$ cat src/design/ccfd_pkg.sv
// ----------------------------------------------------------------------------
// ccfd_pkg: shared definitions of the COBS / CRC-32 frame decoder
// Result kinds, error codes, frame layout constants and the CRC step.
// ----------------------------------------------------------------------------
package ccfd_pkg;

	localparam int STORE_DEPTH_DEFAULT = 64;
	localparam int HARD_LIMIT          = 64;
	localparam int FILL_W              = 7;
	localparam int HDR_BYTES           = 5;
	localparam int MIN_FRAME           = 9;
	localparam int TRAILER_BYTES       = 4;

	localparam logic [7:0]  CODE_NO_ZERO = 8'hFF;
	localparam logic [31:0] CRC_POLY     = 32'hEDB88320;

	localparam logic [1:0] KIND_DATA    = 2'd0;
	localparam logic [1:0] KIND_SUMMARY = 2'd1;
	localparam logic [1:0] KIND_ERROR   = 2'd2;

	localparam logic [1:0] ERR_DOUBLE_ZERO = 2'd0;
	localparam logic [1:0] ERR_CRC         = 2'd1;
	localparam logic [1:0] ERR_OVERFLOW    = 2'd2;

	// Four bit steps of the reflected CRC-32; a byte takes two calls.
	function automatic logic [31:0] crc_step4(input logic [31:0] c_in);
		logic [31:0] c;
		c = c_in;
		for (int j = 0; j < 4; j++) begin
			c = c[0] ? ((c >> 1) ^ CRC_POLY) : (c >> 1);
		end
		return c;
	endfunction

endpackage

$ cat src/design/cobs_crc32_frame_decoder.sv
// ----------------------------------------------------------------------------
// cobs_crc32_frame_decoder: COBS deframer with CRC-32 check
// Unstuffs received link bytes, checks the frame CRC and replays the payload.
// ----------------------------------------------------------------------------
// Usage:
// The input channel (in_valid / in_stall / rx_byte) takes one link byte per
// transaction. A zero byte closes the frame. The output channel (out_valid /
// out_stall and the result fields) carries payload bytes, one frame summary
// or an error report; last marks the final result caused by one input byte.
// The cfg channel (cfg_valid / cfg_ready / cfg_data) writes frame_limit.
// A code byte that opens a frame is taken without a stall; every decoded
// byte passes the CRC state, since the CRC unit folds in four bits per cycle.
// At the end of a good frame the store is walked through its registered
// read: each payload byte passes ST_RD and ST_OUT, then ST_SUM gives the summary.
// in_stall stays high while a byte is being worked on or its results are
// being delivered. A stalled receiver holds the output register and the
// walk waits. Reset clears all control state and sets frame_limit to 64;
// the store needs no clearing, since a frame only reads what it wrote.
// ----------------------------------------------------------------------------
module cobs_crc32_frame_decoder import ccfd_pkg::*; #(
	parameter int FRAME_STORE_DEPTH = STORE_DEPTH_DEFAULT
) (
	input  logic        clk,
	input  logic        arst_n,
	input  logic        in_valid,
	output logic        in_stall,
	input  logic [7:0]  rx_byte,
	input  logic        cfg_valid,
	output logic        cfg_ready,
	input  logic [6:0]  cfg_data,
	output logic        out_valid,
	input  logic        out_stall,
	output logic [1:0]  kind,
	output logic [7:0]  data_byte,
	output logic [7:0]  frame_id,
	output logic [31:0] timestamp,
	output logic [5:0]  payload_len,
	output logic [1:0]  error_code,
	output logic        last
);

	localparam int AW = $clog2(FRAME_STORE_DEPTH);
	localparam logic [FILL_W-1:0] LIMIT_CAP =
		FILL_W'((FRAME_STORE_DEPTH < HARD_LIMIT) ? FRAME_STORE_DEPTH : HARD_LIMIT);

	localparam logic [2:0] ST_IDLE = 3'd0;
	localparam logic [2:0] ST_CRC  = 3'd1;
	localparam logic [2:0] ST_EMIT = 3'd2;
	localparam logic [2:0] ST_RD   = 3'd3;
	localparam logic [2:0] ST_OUT  = 3'd4;
	localparam logic [2:0] ST_SUM  = 3'd5;

	logic [2:0]        state_q;
	logic              in_frame_q;
	logic [7:0]        code_q;
	logic [7:0]        cnt_q;
	logic [31:0]       crc_q;
	logic [FILL_W-1:0] fill_q;
	logic [FILL_W-1:0] rd_ptr_q;
	logic [6:0]        frame_limit_q;
	logic              ovf_q;
	logic              out_valid_q;
	logic [1:0]        err_q;
	logic [7:0]        hdr_q [HDR_BYTES];

	logic [1:0]  kind_q;
	logic [7:0]  data_byte_q;
	logic [7:0]  frame_id_q;
	logic [31:0] timestamp_q;
	logic [5:0]  payload_len_q;
	logic [1:0]  error_code_q;
	logic        last_q;

	logic              in_acc;
	logic              out_load;
	logic              emit;
	logic [7:0]        cnt_next;
	logic              code_hit;
	logic              do_store;
	logic [7:0]        store_val;
	logic [FILL_W-1:0] fill_inc;
	logic [FILL_W-1:0] eff_limit;
	logic              ovf;
	logic              frame_good;
	logic              walk_done;
	logic [AW+FILL_W-1:0] waddr_wide;
	logic [AW+FILL_W-1:0] raddr_wide;
	logic [7:0]        rd_data;

	assign in_stall  = (state_q != ST_IDLE);
	assign cfg_ready = 1'b1;
	assign in_acc    = in_valid && (state_q == ST_IDLE);
	assign out_load  = !out_valid_q || !out_stall;
	assign emit      = out_load &&
		((state_q == ST_EMIT) || (state_q == ST_OUT) || (state_q == ST_SUM));

	assign cnt_next  = cnt_q + 8'd1;
	assign code_hit  = (cnt_next == code_q);
	// A code byte that is reached stands for a zero, unless it was 0xFF.
	assign do_store  = in_acc && in_frame_q && (rx_byte != 8'd0) &&
		(!code_hit || (code_q != CODE_NO_ZERO));
	assign store_val = code_hit ? 8'd0 : rx_byte;
	assign fill_inc  = fill_q + FILL_W'(1);
	assign eff_limit = (frame_limit_q > LIMIT_CAP) ? LIMIT_CAP : frame_limit_q;
	assign ovf       = (fill_inc >= eff_limit);
	assign frame_good = (crc_q == 32'd0) && (fill_q >= FILL_W'(MIN_FRAME));
	assign walk_done = (rd_ptr_q == fill_q - FILL_W'(TRAILER_BYTES + 1));

	assign waddr_wide = {{AW{1'b0}}, fill_q};
	assign raddr_wide = {{AW{1'b0}}, rd_ptr_q};

	ccfd_store #(
		.DEPTH (FRAME_STORE_DEPTH),
		.AW    (AW)
	) u_store (
		.clk   (clk),
		.we    (do_store),
		.waddr (waddr_wide[AW-1:0]),
		.wdata (store_val),
		.raddr (raddr_wide[AW-1:0]),
		.rdata (rd_data)
	);

	always_ff @(posedge clk or negedge arst_n) begin
		if (!arst_n) begin
			state_q       <= ST_IDLE;
			in_frame_q    <= 1'b0;
			code_q        <= 8'd0;
			cnt_q         <= 8'd0;
			crc_q         <= 32'd0;
			fill_q        <= '0;
			rd_ptr_q      <= '0;
			frame_limit_q <= 7'(HARD_LIMIT);
			ovf_q         <= 1'b0;
			out_valid_q   <= 1'b0;
		end else begin
			if (cfg_valid && cfg_ready) begin
				frame_limit_q <= cfg_data;
			end
			if (emit) begin
				out_valid_q <= 1'b1;
			end else if (!out_stall) begin
				out_valid_q <= 1'b0;
			end
			case (state_q)
				ST_IDLE: begin
					if (in_acc) begin
						if (!in_frame_q) begin
							fill_q <= '0;
							code_q <= rx_byte;
							crc_q  <= 32'd0;
							cnt_q  <= 8'd0;
							if (rx_byte == 8'd0) begin
								state_q <= ST_EMIT;
							end else begin
								in_frame_q <= 1'b1;
							end
						end else if (rx_byte == 8'd0) begin
							cnt_q      <= cnt_next;
							in_frame_q <= 1'b0;
							rd_ptr_q   <= FILL_W'(HDR_BYTES);
							if (!frame_good) begin
								state_q <= ST_EMIT;
							end else if (fill_q == FILL_W'(MIN_FRAME)) begin
								state_q <= ST_SUM;
							end else begin
								state_q <= ST_RD;
							end
						end else if (code_hit) begin
							code_q <= rx_byte;
							cnt_q  <= 8'd0;
						end else begin
							cnt_q <= cnt_next;
						end
						if (do_store) begin
							fill_q  <= fill_inc;
							crc_q   <= crc_step4(crc_q ^ {24'd0, store_val});
							ovf_q   <= ovf;
							state_q <= ST_CRC;
							if (ovf) begin
								in_frame_q <= 1'b0;
							end
						end
					end
				end
				ST_CRC: begin
					crc_q   <= crc_step4(crc_q);
					state_q <= ovf_q ? ST_EMIT : ST_IDLE;
				end
				ST_EMIT: begin
					if (out_load) begin
						state_q <= ST_IDLE;
					end
				end
				ST_RD: begin
					state_q <= ST_OUT;
				end
				ST_OUT: begin
					if (out_load) begin
						if (walk_done) begin
							state_q <= ST_SUM;
						end else begin
							rd_ptr_q <= rd_ptr_q + FILL_W'(1);
							state_q  <= ST_RD;
						end
					end
				end
				ST_SUM: begin
					if (out_load) begin
						state_q <= ST_IDLE;
					end
				end
				default: begin
					state_q <= ST_IDLE;
				end
			endcase
		end
	end

	// Error code and header bytes travel with the frame; no reset needed.
	always_ff @(posedge clk) begin
		if (in_acc) begin
			if (!in_frame_q) begin
				err_q <= ERR_DOUBLE_ZERO;
			end else if (rx_byte == 8'd0) begin
				err_q <= ERR_CRC;
			end
		end
		if (do_store) begin
			if (ovf) begin
				err_q <= ERR_OVERFLOW;
			end
			if (fill_q < FILL_W'(HDR_BYTES)) begin
				hdr_q[fill_q[2:0]] <= store_val;
			end
		end
	end

	always_ff @(posedge clk) begin
		if (emit) begin
			kind_q        <= KIND_ERROR;
			data_byte_q   <= 8'd0;
			frame_id_q    <= 8'd0;
			timestamp_q   <= 32'd0;
			payload_len_q <= 6'd0;
			error_code_q  <= 2'd0;
			last_q        <= 1'b1;
			case (state_q)
				ST_OUT: begin
					kind_q      <= KIND_DATA;
					data_byte_q <= rd_data;
					last_q      <= 1'b0;
				end
				ST_SUM: begin
					kind_q        <= KIND_SUMMARY;
					frame_id_q    <= hdr_q[0];
					timestamp_q   <= {hdr_q[4], hdr_q[3], hdr_q[2], hdr_q[1]};
					payload_len_q <= 6'(fill_q - FILL_W'(MIN_FRAME));
				end
				default: begin
					error_code_q <= err_q;
				end
			endcase
		end
	end

	assign out_valid   = out_valid_q;
	assign kind        = kind_q;
	assign data_byte   = data_byte_q;
	assign frame_id    = frame_id_q;
	assign timestamp   = timestamp_q;
	assign payload_len = payload_len_q;
	assign error_code  = error_code_q;
	assign last        = last_q;

	// The fill count never passes the hard limit of the store.
	a_fill_bound: assert property (@(posedge clk) disable iff (!arst_n)
		fill_q <= FILL_W'(HARD_LIMIT))
		else $error("fill count beyond store limit");

	// The walk stays inside the payload part of the frame.
	a_walk_range: assert property (@(posedge clk) disable iff (!arst_n)
		(state_q == ST_OUT) |->
		(rd_ptr_q >= FILL_W'(HDR_BYTES)) &&
		(rd_ptr_q <= fill_q - FILL_W'(TRAILER_BYTES + 1)))
		else $error("store walk out of payload range");

	// A nonzero code byte outside a frame opens one.
	a_open_frame: assert property (@(posedge clk) disable iff (!arst_n)
		(in_acc && !in_frame_q && (rx_byte != 8'd0)) |=> in_frame_q)
		else $error("code byte did not open a frame");

	// Summaries and errors always close the results of a byte.
	a_last_flag: assert property (@(posedge clk) disable iff (!arst_n)
		(out_valid_q && (kind_q != KIND_DATA)) |-> last_q)
		else $error("summary or error without last");

	// No result register is overwritten while the receiver stalls.
	a_no_overwrite: assert property (@(posedge clk) disable iff (!arst_n)
		(out_valid_q && out_stall) |-> !emit)
		else $error("result lost under stall");

endmodule

$ cat src/design/ccfd_store.sv
// ----------------------------------------------------------------------------
// ccfd_store: frame store
// Single write port, single read port with a registered read, no reset.
// ----------------------------------------------------------------------------
module ccfd_store import ccfd_pkg::*; #(
	parameter int DEPTH = STORE_DEPTH_DEFAULT,
	parameter int AW    = $clog2(DEPTH)
) (
	input  logic          clk,
	input  logic          we,
	input  logic [AW-1:0] waddr,
	input  logic [7:0]    wdata,
	input  logic [AW-1:0] raddr,
	output logic [7:0]    rdata
);

	logic [7:0] mem [DEPTH];

	always_ff @(posedge clk) begin
		if (we) begin
			mem[waddr] <= wdata;
		end
		rdata <= mem[raddr];
	end

endmodule
$ cat config.mk
export PLATFORM = sky130hd
export DESIGN_NAME = cobs_crc32_frame_decoder
export DESIGN_NICKNAME = d
export VERILOG_FILES = /design/src/design/ccfd_pkg.sv /design/src/design/cobs_crc32_frame_decoder.sv /design/src/design/ccfd_store.sv
export SDC_FILE = /design/constraint.sdc
export NUM_CORES = 1
export LEC_CHECK = 0
export BUFFER_PORTS_ARGS = -buffer_cell sky130_fd_sc_hd__buf_2
export CAP_MARGIN = 10
export CORE_ASPECT_RATIO = 2
export CORE_MARGIN = 2
export CORE_UTILIZATION = 60
export CTS_CLUSTER_SIZE = 28
export DETAILED_ROUTE_END_ITERATION = 7
export GPL_TIMING_DRIVEN = 0
export MAX_ROUTING_LAYER = met4
export PLACE_DENSITY_LB_ADDON = 0.1
export SETUP_SLACK_MARGIN = 0.1
export SLEW_MARGIN = 20
export SYNTH_ARGS = -nofsm -noshare
export SYNTH_HDL_FRONTEND = slang
export SYNTH_SLANG_ARGS = --single-unit
$ cat constraint.sdc
create_clock -name clk -period 5.2 [get_ports clk]
set_input_delay 0.26 -clock clk [delete_from_list [all_inputs] [get_ports clk]]
set_output_delay 0.26 -clock clk [all_outputs]
set_load 0.05 [all_outputs]
==> summary.txt, run 1 <==
Timing
  • Final hold vios: 0
  • Worst slew pin tran: 1110 ps
  • Fin crit share: 0.786
  • Setup violators final: 0
  • Rel. slew slack: 0.257
  • Setup TNS: 0 ps
  • Final min period: 4080 ps
  • RSZ-0062 raised after global routing: no
  • Fmax: 245 MHz
  • Final setup skew: 14.8 ps
  • Slew Viols, Final: 0

Pwr
  • Pwr per Cell Area: 531 mW/mm2
  • Maximum VDD drop: 0.367 mV
  • Lkg Pwr: 10.9 nW

Global route
  • GR peak layer: met2
  • Met1 Usage GRT: 0.389
  • GR Layer Usage met2: 0.460
  • Largest net degree at the start of global routing: 70
  • M3 GR Usage: 0.0298
  • Vias in the first global route: 15.2k
  • Wire length of the first global-routing pass: 98200 um
  • Total GRT Usage: 0.283
  • Grt ovf: 0
  • Initial antenna violation count: 0

Hold path
  • Hold EP: frame_limit_q[6]
  • Worst hold path depth: 3
  • Hold Crit Class: input port to flop
  • Hold Crit Start: cfg_valid

Setup path
  • Reg-to-reg startpoint: state_q[2]
  • Setup Crit Path Kind: flop to flop
  • Worst reg2reg path endpoint: u_store.mem[44][2]
  • Arrival time of the worst setup path: 4320 ps
  • Worst EP required: 5440 ps
  • Crit Path Max Fanout: 10
  • Worst Setup SP: state_q[2]
  • Worst reg-to-reg setup slack: 1120 ps
  • Reg2reg path depth: 9
  • Worst setup SP type: flop
  • CP Capture Type: flop

CTS
  • Clk Latency, worst-skew pair: 610 ps
  • Root Buffer: clkbuf_16
  • Cts bufs inserted: 56
  • Reg clk slew, reported paths: 70 ps
  • TritonCTS clock tree: done
  • Clock Sinks: 696
  • # resized after CTS: 0
  • H-tree levels: 2
  • CTS Buffer Depth: 3

Route
  • Via count: 15.1k
  • Antenna Nets Post-Route: 0
  • DR DRC count: 0
  • Total wire length: 65600 um
  • Routed wire per std cell: 27.4 um
  • Drt initial violations: 1380
  • Via density: 6.30
  • 1st-pass router iterations: 5

Place
  • Gpl congestion: 0.900
  • DP HPWL: 45300 um
  • Placed cells: 2275
  • Placed Area: 0.0300 mm2
  • # port buffers: 76

Yosys
  • Number of flops mapped to enable cells by yosys: 611
  • Post-Synthesis Cell Area: 0.0285 mm2
  • Synth area leaders: edfxtp_1 (64%), mux4_2 (13%), dfrtp_1 (6.5%)
  • Synth area leader: edfxtp_1
  • Syn Inst Count: 1556
  • Commonest register cell after synthesis: edfxtp_1
  • Post-Syn Area per Cell: 18.3 um2
  • Post-synthesis sequential area ratio: 0.717
  • Mapped Nets: 1590
  • Top cell type's share of synthesized area: 0.644
  • Netlist cell types: 73
  • Synth async-reset ratio: 0.108
  • Synth Warn #: 0
  • Yosys reg bits: 696

Floorplanning
  • Starting Density: 0.604
  • Core area: 0.0472 mm2
  • Die W: 158 um
  • Die Height: 312 um
  • Row count: 113
  • Full die area: 0.0494 mm2
  • Num ports: 82

Run status
  • Result of the run: completed

Final layout
  • Non-Filler Instances: 2392
  • Filler cells: 3136
  • Fin nets: 1748
  • Area taken by flip-flops and latches: 0.0204 mm2
  • Design Area, Final: 0.0321 mm2
  • Antenna diode count: 0
  • Fraction of layout cells with a size suffix above 1: 0.238
  • Multi-input logic area: 0.00763 mm2
  • P&R area growth vs syn: 12.6%

Job
  • Max-cap viol count: 0
==> placed cells by master, fill, tap and decap left out, drive strengths merged, types with 6 or more instances in the layout <==
master / instances
edfxtp: 611
nor4: 8
nand4: 8
mux4: 168
and3: 56
a21o: 6
ha: 14
clkbuf: 136
nand2b: 9
dfxtp: 10
nand3: 27
a22o: 14
dlygate4sd3: 13
a21oi: 26
a221o: 8
inv: 19
xor2: 27
nand2: 56
dfrtp: 74
mux2: 14
buf: 121
nor2: 103
nor3: 16
or3: 8
and2: 13
o21ai: 33
or2: 6
bufinv: 9
xnor2: 57
o31ai: 8
clkinv: 18
==> power by group <==
part           switching, mW  internal, mW  total (mW)
Sequential             0.308          6.69        7.00
Combinational           3.36          2.17        5.53
Clock                   1.95          2.55        4.50
Total                   5.61          11.4        17.0
==> synth_stat cells (13+ instances only) <==
library cell / n
dfrtp_1: 74
nor3_1: 16
o21ai_0: 29
nor2_1: 102
a21oi_1: 25
nand3_1: 27
and3_1: 55
xnor2_1: 57
nand2_1: 54
edfxtp_1: 611
buf_2: 16
and2_1: 13
mux2_2: 14
xor2_1: 25
inv_1: 18
ha_1: 14
clkbuf_1: 63
a22o_1: 14
mux4_2: 168
==> worst max-delay path: stages, from the launching register on <==
cell and delay [ps]:
dfrtp_1 370, clkbuf_1 220, nor3_1 450, and2_1 190, clkbuf_1 410, o2111a_1 340
buf_6 190, buf_4 220, nand3_1 490, nor2_1 810
==> cell type report <==
| cell class | count | area share |
|---|---|---|
| clock buffers | 72 | 0.0482 |
| inverters | 19 | 0.00238 |
| clock inverters | 32 | 0.0129 |
| multi-input cells | 743 | 0.238 |
| plain buffers | 98 | 0.0134 |
| repair buffers | 100 | 0.0240 |
| well taps | 632 | 0.0246 |
| flip-flops and latches | 696 | 0.637 |
==> what timing repair did <==
item / 4_1_cts / 5_1_grt
setup buffers: 0 / 0
endpoints found under the hold margin: 87 / 0
endpoints found under the setup margin: 0 / 0
hold buffers: 13 / 0
==> sequential cells by signal, indices dropped and copies added, names as in the netlist <==
signal,flops
data_byte,8
u_store.rdata,8
frame_limit_q,7
cnt_q,8
in_frame_q,1
crc_q,32
out_valid,1
last,1
ovf_q,1
fill_q,7
err_q,2
rd_ptr_q,7
error_code,2
u_store.mem,512
payload_len,6
kind,2
state_q,3
code_q,8
frame_id,8
timestamp,32
hdr_q,40
==> routing by layer <==
metal	routed length (um)	vias up
li1	-	6473
met1	26100	7891
met2	34000	583
met3	3590	127
met4	1910	0
met5	0	-
==> kinds of logic (layout without fill, tap and decap cells) <==
group,count (synthesis),after routing,share of synthesized area
compound gates,130,130,0.0328
mux,184,184,0.139
xor+xnor,89,89,0.0303
fa+ha+maj,14,14,0.00615
buf+inv,117,321,0.0176
flops,696,696,0.717
simple gates,325,325,0.0574
other cells,1,1,0.000132
==> worst max-delay path by stage <==
stage	endpoint	slack, ps	depth (start not counted)
final	u_store.mem[44][2]	1120	9
after CTS	u_store.mem[36][2]	1180	9
after global routing	hdr_q[4][0]	910	9
after detailed placement	u_store.mem[12][1]	1190	9
after global placement	data_byte[3]	-570	6
after floorplan	data_byte[0]	590	6
==> metrics by stage <==
step / setup slack, ps / util / power [mW] / hold slack, ps
floorplan: 585 / - / 11.0 / -35.6
global placement: -568 / 0.628 / 12.4 / 437
detailed placement: 1190 / 0.635 / 12.6 / 167
CTS: 1180 / 0.679 / 17.1 / 0.831
global route: 913 / 0.679 / 17.6 / 43.5
finish: 1120 / 0.679 / 17.0 / 26.0
(Power assumes the default switching activity.)
==> run 2, diff against run 1 <==
==> constraint.sdc (replaced) <==
create_clock -name clk -period 3.95 [get_ports clk]
set_input_delay 0.1975 -clock clk [delete_from_list [all_inputs] [get_ports clk]]
set_output_delay 0.1975 -clock clk [all_outputs]
set_load 0.05 [all_outputs]
==> run 2 against run 1 <==
Net effect:
- setup slack got worse by 910 ps
- clock skew barely moved
- sequential cell count did not move
- fmax rose by 9.0%
- core utilization rose by 0.23 points
- highest routed layer unchanged
- count of clock-buffer cells in the layout fell by 9
- worst hold slack got worse by 1.0 ps
- via count barely moved
- combinational power rose by 32%
==> summary.txt, run 2 (synthesized netlist as in run 1, its figures left out) <==
Run status
  • Result of the run: completed (unchanged)

Global route
  • Grt ovf: 0 (unchanged)
  • Wire length of the first global-routing pass: 97900 um (was 98200 um)
  • Total GRT Usage: 0.284 (was 0.283)
  • Largest net degree at the start of global routing: 70 (unchanged)
  • Vias in the first global route: 15.3k (was 15.2k)
  • Initial antenna violation count: 0 (unchanged)

Setup path
  • Worst EP required: 4180 ps (was 5440 ps)
  • Reg-to-reg startpoint: state_q[2] (unchanged)
  • Crit Path Max Fanout: 10 (unchanged)
  • Worst reg-to-reg setup slack: 200 ps (was 1120 ps)
  • Worst reg2reg path endpoint: u_store.mem[49][2] (was u_store.mem[44][2])
  • CP Capture Type: flop (unchanged)
  • Worst setup SP type: flop (unchanged)
  • Arrival time of the worst setup path: 3980 ps (was 4320 ps)
  • Reg2reg path depth: 8 (was 9)
  • Setup Crit Path Kind: flop to flop (unchanged)

Floorplanning
  • Die Height: 312 um (unchanged)
  • Num ports: 82 (unchanged)
  • Starting Density: 0.604 (unchanged)
  • Row count: 113 (unchanged)
  • Full die area: 0.0494 mm2 (unchanged)
  • Die W: 158 um (unchanged)
  • Core area: 0.0472 mm2 (unchanged)

Final layout
  • Max reg flops: 512 (unchanged)
  • Final core occ: 0.682 (was 0.679)
  • Filler cells: 3137 (was 3136)
  • Largest Register: u_store.mem (unchanged)
  • Design Area, Final: 0.0322 mm2 (was 0.0321 mm2)
  • Fraction of layout cells with a size suffix above 1: 0.255 (was 0.238)
  • Multi-input logic area: 0.00781 mm2 (was 0.00763 mm2)
  • P&R area growth vs syn: 12.9% (was 12.6%)
  • Commonest non-fill, non-tap cell in the layout: edfxtp_1 (unchanged)
  • Antenna diode count: 0 (unchanged)
  • Area taken by flip-flops and latches: 0.0204 mm2 (unchanged)
  • Most frequent cells in the layout: edfxtp_1 (611), mux4_2 (168), buf_2 (91) (was edfxtp_1 (611), mux4_2 (168), nor2_1 (102))
  • Non-Filler Instances: 2390 (was 2392)
  • Fin nets: 1748 (unchanged)

Pwr
  • Maximum VDD drop: 0.457 mV (was 0.367 mV)
  • Pwr per Cell Area: 693 mW/mm2 (was 531 mW/mm2)
  • Lkg Pwr: 10.8 nW (was 10.9 nW)
  • Total power: 22.3 mW (was 17.0 mW)

Place
  • # port buffers: 76 (unchanged)
  • Pre-CTS setup slack: -495 ps (was 1190 ps)
  • Gpl congestion: 0.902 (was 0.900)
  • Placed Area: 0.0299 mm2 (was 0.0300 mm2)
  • DP HPWL: 44300 um (was 45300 um)
  • Placed cells: 2274 (was 2275)

Timing
  • Slew Viols, Final: 0 (unchanged)
  • Rel. slew slack: 0.183 (was 0.257)
  • Final setup skew: 15.2 ps (was 14.8 ps)
  • Setup violators final: 0 (unchanged)
  • Final min period: 3750 ps (was 4080 ps)
  • Fmax: 267 MHz (was 245 MHz)
  • Final worst setup slack: 201 ps (was 1120 ps)
  • Final hold vios: 0 (unchanged)
  • Worst slew pin tran: 1230 ps (was 1110 ps)
  • RSZ-0062 raised after global routing: yes (was no)
  • Fin crit share: 0.949 (was 0.786)
  • Setup TNS: 0 ps (unchanged)
  • Hold Worst Slack: 25.0 ps (was 26.0 ps)

CTS
  • H-tree levels: 2 (unchanged)
  • Clock Sinks: 696 (unchanged)
  • CTS Buffer Depth: 3 (unchanged)
  • Clk Latency, worst-skew pair: 610 ps (about the same)
  • Cts bufs inserted: 55 (was 56)
  • Setup Fix Bufs, Post-CTS: 0 (unchanged)
  • TritonCTS clock tree: done (unchanged)
  • Root Buffer: clkbuf_16 (unchanged)
  • Reg clk slew, reported paths: 80 ps (was 70 ps)

Route
  • Via density: 6.30 (about the same)
  • Drt initial violations: 1574 (was 1380)
  • Antenna Nets Post-Route: 0 (unchanged)
  • DR DRC count: 0 (unchanged)
  • Total wire length: 65900 um (was 65600 um)
  • Routed wire per std cell: 27.6 um (was 27.4 um)
  • Via count: 15.1k (about the same)
  • 1st-pass router iterations: 5 (unchanged)

Hold path
  • Hold Crit Class: input port to asynchronous set/reset pin (was input port to flop)

Job
  • Max-cap viol count: 0 (unchanged)
[run 2: cell count changes in the layout (fill, tap and decap cells not counted), moves of 2 or more]
| cell | delta |
|---|---|
| nor2_2 | +18 |
| nor3_2 | -2 |
| nor2_4 | +15 |
| dlygate4sd3_1 | +3 |
| nand3_2 | +2 |
| clkbuf_16 | -3 |
| clkbuf_8 | -2 |
| clkbuf_1 | -5 |
| clkinv_1 | +4 |
| nor2_1 | -33 |
| buf_12 | -3 |
| nand3_1 | -3 |
| inv_6 | +4 |
[run 2: report_power, final]
group          leakage (nW)  switching (mW)  internal, mW
Combinational          3.36            4.47          2.85
Sequential             6.56           0.404          8.81
Clock                 0.903            2.56          3.20
Total                  10.8            7.43          14.9
[run 2: worst max path at each step]
stage	start	to	slack [ps]	depth (start not counted)
global placement	cnt_q[0]	crc_q[2]	-490	10
finish	state_q[2]	u_store.mem[49][2]	200	8
floorplan	state_q[2]	data_byte[0]	660	6
global route	state_q[2]	u_store.mem[49][2]	6	8
CTS	state_q[2]	u_store.mem[5][4]	-70	9
detailed placement	state_q[2]	hdr_q[4][1]	-500	9
[run 2: critical path, cell delays in order, from the launching register on]
cell and delay [ps]:
dfrtp_1 370, clkbuf_1 210, nor3_1 420, and2_1 180, clkbuf_1 410, o2111ai_4 320, or2_2 370, clkbuf_1 320
nor2_1 760
[run 2: area by class of cell]
| class | instances | share of cell area |
|---|---|---|
| tap | 632 | 0.0246 |
| timing repair buffer | 102 | 0.0243 |
| sequential | 696 | 0.635 |
| clock buffer | 63 | 0.0444 |
| buffer | 97 | 0.0132 |
| clock inverter | 38 | 0.0140 |
| multi-input combinational | 743 | 0.243 |
| inverter | 19 | 0.00237 |
[run 2: repair_timing]
item	in CTS	in global routing
pin swaps	0	0
hold endpoints to repair	89	0
gates resized for setup	17	39
hold buffers	16	0
setup endpoints to repair	161	312
cloned	0	0
[run 2: layer usage]
| layer | wire (um) | track usage | vias to the layer above |
|---|---|---|---|
| met3 | 3830 | 0.0410 | 116 |
| met1 | 25900 | 0.381 | 7863 |
| li1 | - | - | 6499 |
| met5 | 0 | - | - |
| met2 | 34000 | 0.455 | 586 |
| met4 | 2070 | 0.0946 | 0 |
==> run 3, diff against run 2 <==
--- a/config.mk
+++ b/config.mk
@@ -13,7 +13,6 @@
 export CTS_CLUSTER_SIZE = 28
 export DETAILED_ROUTE_END_ITERATION = 7
 export GPL_TIMING_DRIVEN = 0
-export MAX_ROUTING_LAYER = met4
 export PLACE_DENSITY_LB_ADDON = 0.1
 export SETUP_SLACK_MARGIN = 0.1
 export SLEW_MARGIN = 20
==> run 3 against run 2 <==
Net effect:
- worst hold slack gained 46 ps
- sequential cell count is the same
- register-to-register slack lost 95 ps
- final area grew 0.29%
- non-clock buffer count grew 5
- via count shrank 0.23%
- largest power group unchanged
- total power shrank 0.18%
- sequential share of layout area shrank 0.18 points
- die area is the same
- combinational power is essentially flat
- core utilization grew 0.20 points
- critical path type unchanged
==> summary.txt, run 3 (synthesized netlist as in run 1, its figures left out) <==
CTS
  • Cts bufs inserted: 57 (was 55)
  • H-tree levels: 2 (unchanged)
  • Reg clk slew, reported paths: 70 ps (was 80 ps)
  • Clk Latency, worst-skew pair: 630 ps (was 610 ps)
  • Root Buffer: clkbuf_16 (unchanged)
  • TritonCTS clock tree: done (unchanged)
  • Clock Sinks: 696 (unchanged)
  • CTS Buffer Depth: 3 (unchanged)

Global route
  • Grt ovf: 0 (unchanged)
  • Wire length of the first global-routing pass: 97000 um (was 97900 um)
  • Largest net degree at the start of global routing: 66 (was 70)
  • Total GRT Usage: 0.273 (was 0.284)
  • Vias in the first global route: 15.3k (about the same)
  • Initial antenna violation count: 0 (unchanged)

Route
  • Total wire length: 65400 um (was 65900 um)
  • Via count: 15.0k (was 15.1k)
  • Routed wire per std cell: 27.2 um (was 27.6 um)
  • Via density: 6.26 (was 6.30)
  • DR DRC count: 0 (unchanged)
  • Drt initial violations: 1517 (was 1574)
  • 1st-pass router iterations: 5 (unchanged)
  • Antenna Nets Post-Route: 0 (unchanged)

Pwr
  • Pwr per Cell Area: 689 mW/mm2 (was 693 mW/mm2)
  • Maximum VDD drop: 0.523 mV (was 0.457 mV)
  • Lkg Pwr: 10.9 nW (was 10.8 nW)
  • Total power: 22.3 mW (about the same)

Place
  • DP HPWL: 44700 um (was 44300 um)
  • Pre-CTS setup slack: -480 ps (was -495 ps)
  • Gpl congestion: 0.896 (was 0.902)
  • # port buffers: 76 (unchanged)
  • Placed cells: 2275 (was 2274)

Final layout
  • Non-Filler Instances: 2402 (was 2390)
  • Fraction of layout cells with a size suffix above 1: 0.264 (was 0.255)
  • P&R area growth vs syn: 13.3% (was 12.9%)
  • Max reg flops: 512 (unchanged)
  • Antenna diode count: 0 (unchanged)
  • Commonest non-fill, non-tap cell in the layout: edfxtp_1 (unchanged)
  • Largest Register: u_store.mem (unchanged)
  • Fin nets: 1755 (was 1748)
  • Most frequent cells in the layout: edfxtp_1 (611), mux4_2 (168), buf_2 (91) (unchanged)

Setup path
  • Arrival time of the worst setup path: 4100 ps (was 3980 ps)
  • Crit-path cells: ha_1 > xnor2_1 > nand2_1 > nor4b_4 > nand4_2 > buf_6 > o2111ai_4 > or2_2 > clkbuf_1 > nor2_1 (was clkbuf_1 > nor3_1 > and2_1 > clkbuf_1 > o2111ai_4 > or2_2 > clkbuf_1 > nor2_1)
  • Critical Path Max Stage Delay: 640 ps (was 760 ps)
  • Worst EP required: 4210 ps (was 4180 ps)
  • CP max stage cell: clkbuf_1 (was nor2_1)
  • Crit Path Max Fanout: 10 (unchanged)
  • Worst setup SP type: flop (unchanged)
  • CP Capture Type: flop (unchanged)
  • Setup Crit Path Kind: flop to flop (unchanged)
  • Reg2reg path depth: 10 (was 8)

Timing
  • Final worst setup slack: 106 ps (was 201 ps)
  • Worst slew pin tran: 1320 ps (was 1230 ps)
  • Hold Worst Slack: 70.5 ps (was 25.0 ps)
  • Fmax: 260 MHz (was 267 MHz)
  • RSZ-0062 raised after global routing: yes (unchanged)
  • Setup TNS: 0 ps (unchanged)
  • Final min period: 3840 ps (was 3750 ps)
  • Final hold vios: 0 (unchanged)
  • Final setup skew: 32.6 ps (was 15.2 ps)
  • Slew Viols, Final: 0 (unchanged)
  • Setup violators final: 0 (unchanged)
  • Rel. slew slack: 0.121 (was 0.183)
  • Fin crit share: 0.973 (was 0.949)

Floorplanning
  • Die W: 158 um (unchanged)
  • Full die area: 0.0494 mm2 (unchanged)
  • Starting Density: 0.604 (unchanged)
  • Die Height: 312 um (unchanged)
  • Num ports: 82 (unchanged)
  • Core area: 0.0472 mm2 (unchanged)
  • Row count: 113 (unchanged)

Job
  • Max-cap viol count: 0 (unchanged)

Hold path
  • Worst hold path depth: 2
  • Hold Crit Class: input port to flop (was input port to asynchronous set/reset pin)

Run status
  • Result of the run: completed (unchanged)
-- run 3: stage by stage --
| step | utilization | cell area [um2] |
|---|---|---|
| 3_3_place_gp | 0.628 | 29700 |
| 4_1_cts | 0.680 | 32100 |
| 2_1_floorplan | - | 28500 |
| 6_report | 0.684 | 32300 |
| 5_1_grt | 0.684 | 32300 |
| 3_5_place_dp | 0.635 | 30000 |
-- run 3: per-layer routing --
layer / vias to the layer above / part of all wire / track usage
met5: - / 0 / 0
met4: 0 / 0.033 / 0.0995
met3: 110 / 0.063 / 0.0437
met2: 608 / 0.52 / 0.452
met1: 7811 / 0.39 / 0.370
li1: 6501 / - / -
-- run 3: final cells by class --
class	count	area, um2
plain buffers	98	430
clock buffers	68	1480
clock inverters	40	399
fillers	3160	14900
inverters	19	76.3
multi-input cells	743	7830
flip-flops and latches	696	20400
well taps	632	791
repair buffers	106	848
-- run 3: path summary, 6_finish.rpt --
check | from | endpoint | slack (ps)
worst max-delay path | cnt_q[0] | u_store.mem[9][2] | 110
worst min-delay path | cfg_valid | frame_limit_q[0] | 70
worst max register to register | cnt_q[0] | u_store.mem[9][2] | 110
worst min register to register | err_q[1] | err_q[1] | 490
max in group asynchronous | arst_n | crc_q[7] | 2620
min in group asynchronous | arst_n | crc_q[15] | 550
-- run 3: worst max-delay path, delay by kind of cell, from the launching register on --
kind	cells	cell delay, ps
AND/OR/NAND/NOR	5	1360
adder cells (fa/ha/maj)	1	350
flip-flops	1	440
XOR/XNOR	1	160
buffers and inverters	2	850
AO/OA/AOI/OAI	1	330
-- run 3: where the power goes --
group | leakage (nW) | switching [mW] | internal, mW | total [mW]
logic | 3.39 | 4.46 | 2.87 | 7.33
registers | 6.56 | 0.404 | 8.81 | 9.21
clock network | 0.903 | 2.62 | 3.09 | 5.71
total | 10.9 | 7.48 | 14.8 | 22.3
-- run 3: what timing repair did --
| item | 4_1_cts | 5_1_grt |
|---|---|---|
| endpoints found under the hold margin | 88 | 0 |
| resized for setup | 15 | 48 |
| pin swaps | 0 | 1 |
| setup buffers | 0 | 1 |
| hold buffers | 18 | 0 |
| endpoints found under the setup margin | 152 | 348 |
